File: config.mk
export PLATFORM = sky130hd
export DESIGN_NAME = ssd_select
export DESIGN_NICKNAME = d
export VERILOG_FILES = /design/src/rtl/core/ssd_pkg.sv /design/src/rtl/core/ssd_select.sv
export SDC_FILE = /design/constraint.sdc
export NUM_CORES = 1
export LEC_CHECK = 0
export BUFFER_PORTS_ARGS = -buffer_cell sky130_fd_sc_hd__buf_2
export CAP_MARGIN = 20
export CORE_AREA = 2 2 395 397
export DETAILED_ROUTE_END_ITERATION = 10
export DIE_AREA = 0 0 397 399
export SLEW_MARGIN = 20
export SYNTH_ARGS = -nofsm -noshare
export SYNTH_HDL_FRONTEND = slang
export SYNTH_SLANG_ARGS = --single-unit
File: constraint.sdc
create_clock -name clock -period 6.2 [get_ports clock]
set_input_delay 1.24 -clock clock [delete_from_list [all_inputs] [get_ports clock]]
set_output_delay 1.24 -clock clock [all_outputs]
set_load 0.01 [all_outputs]
File: src/rtl/core/ssd_pkg.sv
// Shared types, widths and helper functions for the segment distance pipeline.
// No dependencies; every other file in rtl/core imports this package.
package ssd_pkg;

   localparam int COORD_BITS   = 16;
   localparam int FRAC_BITS    = 8;
   localparam int NUM_COORDS   = 12;
   localparam int IN_W         = NUM_COORDS * COORD_BITS;
   localparam int OUT_W        = 17;
   localparam int OUT_TDATA_W  = 24;
   localparam int DIFF_W       = COORD_BITS + 1;
   localparam int SQ_W         = 2 * DIFF_W;
   localparam int DOT_W        = SQ_W + 2;
   localparam int PROD_W       = 2 * DOT_W;
   localparam int WIDE_W       = PROD_W + 4;
   localparam int PARAM_FRAC   = 32;
   localparam int CMP_W        = 53;
   localparam int QR_W         = 28;
   localparam int SUM_W        = 58;
   localparam int ROOT_STEPS   = 29;
   localparam int LIFT_SHIFT   = 2 * FRAC_BITS;
   localparam int ROUND_SHIFT  = PARAM_FRAC - FRAC_BITS;

   localparam logic [OUT_W-1:0] OUT_MAX = {OUT_W{1'b1}};

   typedef logic signed [DIFF_W-1:0]  diff_type;
   typedef logic signed [DOT_W-1:0]   dot_type;
   typedef logic signed [PROD_W-1:0]  prod_type;
   typedef logic signed [WIDE_W-1:0]  wide_type;
   typedef logic [PARAM_FRAC:0]       ratio_type;
   typedef logic [SUM_W-1:0]          sum_type;

   // Anything at or below this magnitude counts as zero (threshold 0.005 in Q.4F)
   localparam wide_type SMALL_LIMIT =
      WIDE_W'(((64'd1 << (4 * FRAC_BITS)) - 64'd1) / 64'd200);
   localparam wide_type ONE_Q4 = WIDE_W'(64'd1 << (4 * FRAC_BITS));

   typedef struct packed {
      diff_type x;
      diff_type y;
      diff_type z;
   } vec_type;

   typedef struct packed {
      vec_type u;
      vec_type v;
      vec_type w;
   } geom_type;

   typedef struct packed {
      geom_type g;
      dot_type  a;
      dot_type  b;
      dot_type  c;
      dot_type  d;
      dot_type  e;
      wide_type dd;
      wide_type sn;
      wide_type tn;
   } front_type;

   typedef struct packed {
      geom_type g;
      wide_type sn;
      wide_type sd;
      wide_type tn;
      wide_type td;
   } quot_in_type;

   typedef struct packed {
      geom_type  g;
      ratio_type sc;
      ratio_type tc;
   } quot_out_type;

   function automatic wide_type to_wide(input dot_type x);
      to_wide = {{(WIDE_W - DOT_W){x[DOT_W-1]}}, x};
   endfunction

   // Q.2F dot-product scale to Q.4F
   function automatic wide_type lift(input wide_type x);
      lift = x <<< LIFT_SHIFT;
   endfunction

endpackage

File: src/rtl/core/ssd_select.sv
// Parallel test and clamping of the s and t numerators and denominators.
// Two register stages; depends on ssd_pkg.
module ssd_select
   import ssd_pkg::*;
(
   input  logic        clock,
   input  logic        reset,
   input  logic        advance,
   input  logic        in_valid,
   input  front_type   in_data,
   output logic        out_valid,
   output quot_in_type out_data
);

   typedef struct packed {
      geom_type g;
      dot_type  a;
      dot_type  b;
      dot_type  d;
      wide_type sn;
      wide_type sd;
      wide_type tn;
      wide_type td;
   } clamp_type;

   logic        v1_ff, v2_ff;
   clamp_type   c1_in, c1_ff;
   quot_in_type q2_in, q2_ff;

   // First pass: parallel case, then clamp s to its edges
   always_comb begin
      c1_in.g  = in_data.g;
      c1_in.a  = in_data.a;
      c1_in.b  = in_data.b;
      c1_in.d  = in_data.d;
      c1_in.sd = in_data.dd;
      c1_in.td = in_data.dd;
      c1_in.sn = in_data.sn;
      c1_in.tn = in_data.tn;
      if (in_data.dd <= SMALL_LIMIT) begin
         c1_in.sn = '0;
         c1_in.sd = ONE_Q4;
         c1_in.tn = lift(to_wide(in_data.e));
         c1_in.td = lift(to_wide(in_data.c));
      end else if (in_data.sn[WIDE_W-1]) begin
         c1_in.sn = '0;
         c1_in.tn = lift(to_wide(in_data.e));
         c1_in.td = lift(to_wide(in_data.c));
      end else if (in_data.sn > in_data.dd) begin
         c1_in.sn = in_data.dd;
         c1_in.tn = lift(to_wide(in_data.e) + to_wide(in_data.b));
         c1_in.td = lift(to_wide(in_data.c));
      end
   end

   // Second pass: clamp t, and redo s against the clamped t
   always_comb begin
      wide_type nd;
      logic     redo;
      nd   = c1_ff.tn[WIDE_W-1] ? -to_wide(c1_ff.d) : to_wide(c1_ff.b) - to_wide(c1_ff.d);
      redo = c1_ff.tn[WIDE_W-1] || (c1_ff.tn > c1_ff.td);
      q2_in.g  = c1_ff.g;
      q2_in.sn = c1_ff.sn;
      q2_in.sd = c1_ff.sd;
      q2_in.td = c1_ff.td;
      q2_in.tn = c1_ff.tn;
      if (c1_ff.tn[WIDE_W-1]) begin
         q2_in.tn = '0;
      end else if (c1_ff.tn > c1_ff.td) begin
         q2_in.tn = c1_ff.td;
      end
      if (redo) begin
         if (nd[WIDE_W-1]) begin
            q2_in.sn = '0;
         end else if (nd > to_wide(c1_ff.a)) begin
            q2_in.sn = c1_ff.sd;
         end else begin
            q2_in.sn = lift(nd);
            q2_in.sd = lift(to_wide(c1_ff.a));
         end
      end
   end

   always_ff @(posedge clock) begin
      if (reset) begin
         v1_ff <= 1'b0;
         v2_ff <= 1'b0;
      end else if (advance) begin
         v1_ff <= in_valid;
         v2_ff <= v1_ff;
      end
   end

   always_ff @(posedge clock) begin
      if (advance) begin
         c1_ff <= c1_in;
         q2_ff <= q2_in;
      end
   end

   assign out_valid = v2_ff;
   assign out_data  = q2_ff;

endmodule

=== Word-level counts from Yosys, hierarchy flattened ===
Cells that the tools add are included.
W data, S select, Z words.

* Register bits: 1024
* Bits of input ports: 565
* Output and inout port bits: 458
* Word-level logic and storage cells: 60

* $add $sub $neg: 3
* $lt $le $gt $ge: 4
* Multiplexer cells: 11
* Bitwise gates (word level): 2
* Reductions and logical operators: 5

{| class="wikitable"
|+ Operators with widths
! cell !! count
|-
| $mux W152 || 4
|-
| $mux W76 || 5
|-
| $gt A76 B76 Y1 || 2
|-
| $mux W75 || 2
|-
| $gt A76 B36 Y1 || 1
|-
| $le A76 B26 Y1 const B || 1
|-
| $neg A36 Y76 || 1
|-
| $add A36 B36 Y37 || 1
|-
| $sub A36 B36 Y37 || 1
|-
| $reduce_or A3 Y1 || 2
|-
| $reduce_or A2 Y1 || 2
|-
| $not A1 Y1 || 2
|-
| $logic_or A1 B1 Y1 || 1
|}

=== Longest topological paths before layout ===
* Word-level depth: 6
* Gate-level depth with buffers: 24
* Mapped depth without buffers: 21

=== Worst setup path after synthesis ===
OpenSTA, ideal clock, no wires.

* Path type: reg-to-reg
* From: register c1_ff[311] in the netlist's numbering
* To: register q2_ff, in the netlist out_data[225] (data pin)
* Setup time: 0.260 ns
* Data arrival time: 5.134 ns
* Required time: 5.940 ns
* Path slack: 0.807 ns
* Stages on the path, launching flop included: 24
* Buffers on the path: 4
* Clock period less this slack: 5.393 ns
* Path through: edfxtp_1 -> inv_1 -> ha_1 -> buf_2 -> a211oi_2 -> o21ai_0 -> nand3_1 -> nand3_1 -> o2111a_1 -> or4_4 -> a21bo_4 -> clkbuf_1 -> inv_1 -> ha_1 -> nand4_1 -> nor4_1 -> nand2_1 -> o211a_1 -> o211ai_1 -> mux2_2 -> nand3_2 -> buf_6 -> buf_4 -> mux2_2

{| class="wikitable"
|+ RTL lines
! what !! RTL line !! source
|-
| start: declaration || ssd_select.sv:27 || <nowiki>clamp_type c1_in, c1_ff;</nowiki>
|-
| start signal: assignment || ssd_select.sv:96 || <nowiki>c1_ff <= c1_in;</nowiki>
|-
| end signal: assignment || ssd_select.sv:97 || <nowiki>q2_ff <= q2_in;</nowiki>
|-
| end: declaration || ssd_select.sv:28 || <nowiki>quot_in_type q2_in, q2_ff;</nowiki>
|}

==> flow_metrics.env <==
export IMPL_status="completed"
export IMPL_max_vdd_ir_drop_uv=228
export IMPL_criticalPathCategory="reg2reg"
export IMPL_vias=35865
export IMPL_crit_start="c1_ff[304]$_DFFE_PP_"
export IMPL_syn_area_um2=49300
export IMPL_p_per_area_nw_per_um2=324
export IMPL_synthArstFlopShare_pct=0
export IMPL_cts_sinks=1024
export IMPL_hold_viol=0
export IMPL_synthTopCellsByArea="edfxtp_1, ha_1, mux2i_1"
export IMPL_r2r_end="out_data[202]$_DFFE_PP_"
export IMPL_fin_crit_ns=5.97
export IMPL_r2r_setup_slack_ns=0.23
export IMPL_cts_max_level=3
export IMPL_grt_first_pass_wirelength_mm=258
export IMPL_grt_ovfl_total=0
export IMPL_synth_seq_cells=1024
export IMPL_p_total_mw=19.9
export IMPL_dr_pass1_iters=6
export IMPL_hpwl_mm=148
export IMPL_r2r_start="c1_ff[304]$_DFFE_PP_"
export IMPL_io_buffers=1022
export IMPL_drt_iter0_drc=2917
export IMPL_max_cap_viol_count=0
export IMPL_cts_made_buffers=111
export IMPL_area_growth_pct=24.6
export IMPL_syn_inst=3712
export IMPL_cts_tree="done"
export IMPL_slew_headroom_pct=30.3
export IMPL_yosys_warnings=0
export IMPL_die_area_um2=158000
export IMPL_yosysMostFrequentCell="edfxtp_1"
export IMPL_critPathRequiredTime_ns=6.64
export IMPL_core_area_um2=154000
export IMPL_report_final_slew_viol_count=0
export IMPL_wl_per_cell_um=27.2
export IMPL_skew_ns=0.0893
export IMPL_cp_end_kind="flip-flop"
export IMPL_layoutNonFillerInstCount=6988
export IMPL_multi_input_area_um2=17000
export IMPL_fmaxAchievable_mhz=168
export IMPL_die_w_um=397
export IMPL_reg2reg_depth=21
export IMPL_ioPinCount=1023
export IMPL_grt_max_degree=135
export IMPL_synth_seq_area_share_pct=62.3
export IMPL_arrival_ns=6.41
export IMPL_setup_viol=0
export IMPL_nets=5684
export IMPL_root_buffer="clkbuf_16"
export IMPL_ant_nets=0
export IMPL_wirelength_mm=190
export IMPL_ys_types=90
export IMPL_avgSynthCellArea_um2=13.3
export IMPL_synth_top_cell_by_area="edfxtp_1"
export IMPL_drcViolationCount=0
export IMPL_p_leak_nw=26.2
export IMPL_grt_antenna_before_repair=56
export IMPL_seq_area_um2=30700
export IMPL_die_h_um=399
export IMPL_ys_flop_type="edfxtp_1"
export IMPL_grt_pass1_vias=34769
export IMPL_dp_cells=6744
export IMPL_cts_path_max_buffers=3
export IMPL_grt_usage_pct=23.0
export IMPL_yosysTopAreaCellShare_pct=62.2
export IMPL_worstSetupEndpoint="out_data[202]$_DFFE_PP_"
export IMPL_utilization_pct=40.0
export IMPL_synth_edff_count=1022
export IMPL_layout_drive_gt1_share_pct=29.4
export IMPL_clk_pin_slew_ns=0.06
export IMPL_start_util_pct=32.1
export IMPL_fillCellCount=14566
export IMPL_viasPerCell=5.13
export IMPL_crit_fanout=40
export IMPL_clkLatencyLatePin_ns=0.78
export IMPL_rows=144
export IMPL_place_congestion=0.919
export IMPL_worstHoldPathType="reg2reg"
export IMPL_startpoint_type="flip-flop"
export IMPL_setup_tns_ns=0
export IMPL_period_share_pct=96.2
export IMPL_worstMarginPinSlew_ns=1.04
export IMPL_synthTopCellsByCount="edfxtp_1, ha_1, inv_1, nor2_1, mux2i_1"
state kept, by name, indices dropped and copies added, names as in the netlist:
name,count
v1_ff,1
out_valid,1
out_data,457
c1_ff,565
cells by family (layout without fill, tap and decap cells):
group	after synthesis	in the layout	share of synthesized area, %
DFF	1024	1024	62.3
and+or+nand+nor	890	891	9.12
AOI/OAI and AO/OA	682	683	9.16
buffers and inverters	425	1623	3.60
muxes	324	324	6.99
adders and majority gates	303	303	7.71
xor gates and xnor gates	63	63	1.12
other	1	33	0.00760
critical path, stage by stage, from the launching register on:
cell	delay, ns
edfxtp_1	0.43
ha_1	0.26
fa_1	0.40
nand2b_1	0.18
a21o_1	0.23
a211o_1	0.28
nand3_1	0.19
o2111a_2	0.30
or4_4	0.25
a21bo_4	0.26
inv_1	0.07
ha_1	0.31
nand4_1	0.19
nor4_2	0.35
buf_4	0.18
nand2_1	0.07
o211a_1	0.24
o211ai_1	0.29
mux2_4	0.38
nand3_4	0.12
buf_12	0.27
mux2_2	0.39
where the power goes:
part           total (mW)  switching (mW)  internal, mW
clock                6.90            2.96          3.94
combinational        4.20            2.56          1.63
sequential           8.82           0.356          8.46
cell usage in the layout (no fill, tap or decap), types with 111 or more instances in the layout:
cell          n
clkbuf_16   111
buf_2      1021
mux2i_1     226
a21oi_1     171
nor2_1      231
ha_1        301
o21ai_0     154
edfxtp_1   1022
nand2_1     201
inv_1       275
per-stage QoR:
stage | worst slack [ns] | hold WS [ns] | cell area, um2
2_1_floorplan | 0.807 | 0.400 | 49300
3_3_place_gp | -0.0388 | 0.401 | 57500
3_5_place_dp | -0.108 | 0.405 | 57500
4_1_cts | 0.0385 | 0.377 | 61300
5_1_grt | -0.0246 | 0.394 | 61400
6_report | 0.233 | 0.370 | 61500
worst min-delay path by stage:
stage / start / to / slack [ns] / depth (start not counted)
after floorplan: c1_ff[412]$_DFFE_PP_ / out_data[304]$_DFFE_PP_ / 0.40 / 0
after global placement: c1_ff[506]$_DFFE_PP_ / out_data[398]$_DFFE_PP_ / 0.40 / 0
after detailed placement: c1_ff[514]$_DFFE_PP_ / out_data[406]$_DFFE_PP_ / 0.41 / 0
after CTS: c1_ff[457]$_DFFE_PP_ / out_data[349]$_DFFE_PP_ / 0.38 / 0
after global routing: c1_ff[478]$_DFFE_PP_ / out_data[370]$_DFFE_PP_ / 0.39 / 0
final: c1_ff[457]$_DFFE_PP_ / out_data[349]$_DFFE_PP_ / 0.37 / 0
cell type report:
| type | count | share of cell area, % |
|---|---|---|
| Antenna cell | 31 | 0.126 |
| Clock buffer | 127 | 4.62 |
| Clock inverter | 83 | 1.57 |
| Inverter | 278 | 1.70 |
| Multi-Input combinational cell | 2266 | 27.7 |
| Sequential cell | 1024 | 50.0 |
| Tap cell | 2044 | 4.16 |
| Timing Repair Buffer | 1135 | 10.2 |
routing by layer:
metal	track usage, %	routed length [um]
met5	0	240
met4	8.98	8190
met3	4.92	14500
met2	39.5	93000
met1	28.3	74300
repair_timing:
item                                    in CTS  in global routing
hold buffers                                 0                  0
setup buffers                                0                  1
gates cloned                                 0                  2
resized for setup                            3                 10
pin swaps                                    0                  2
endpoints found under the setup margin      87                123
No activity file was read; power rests on OpenSTA's default activity.
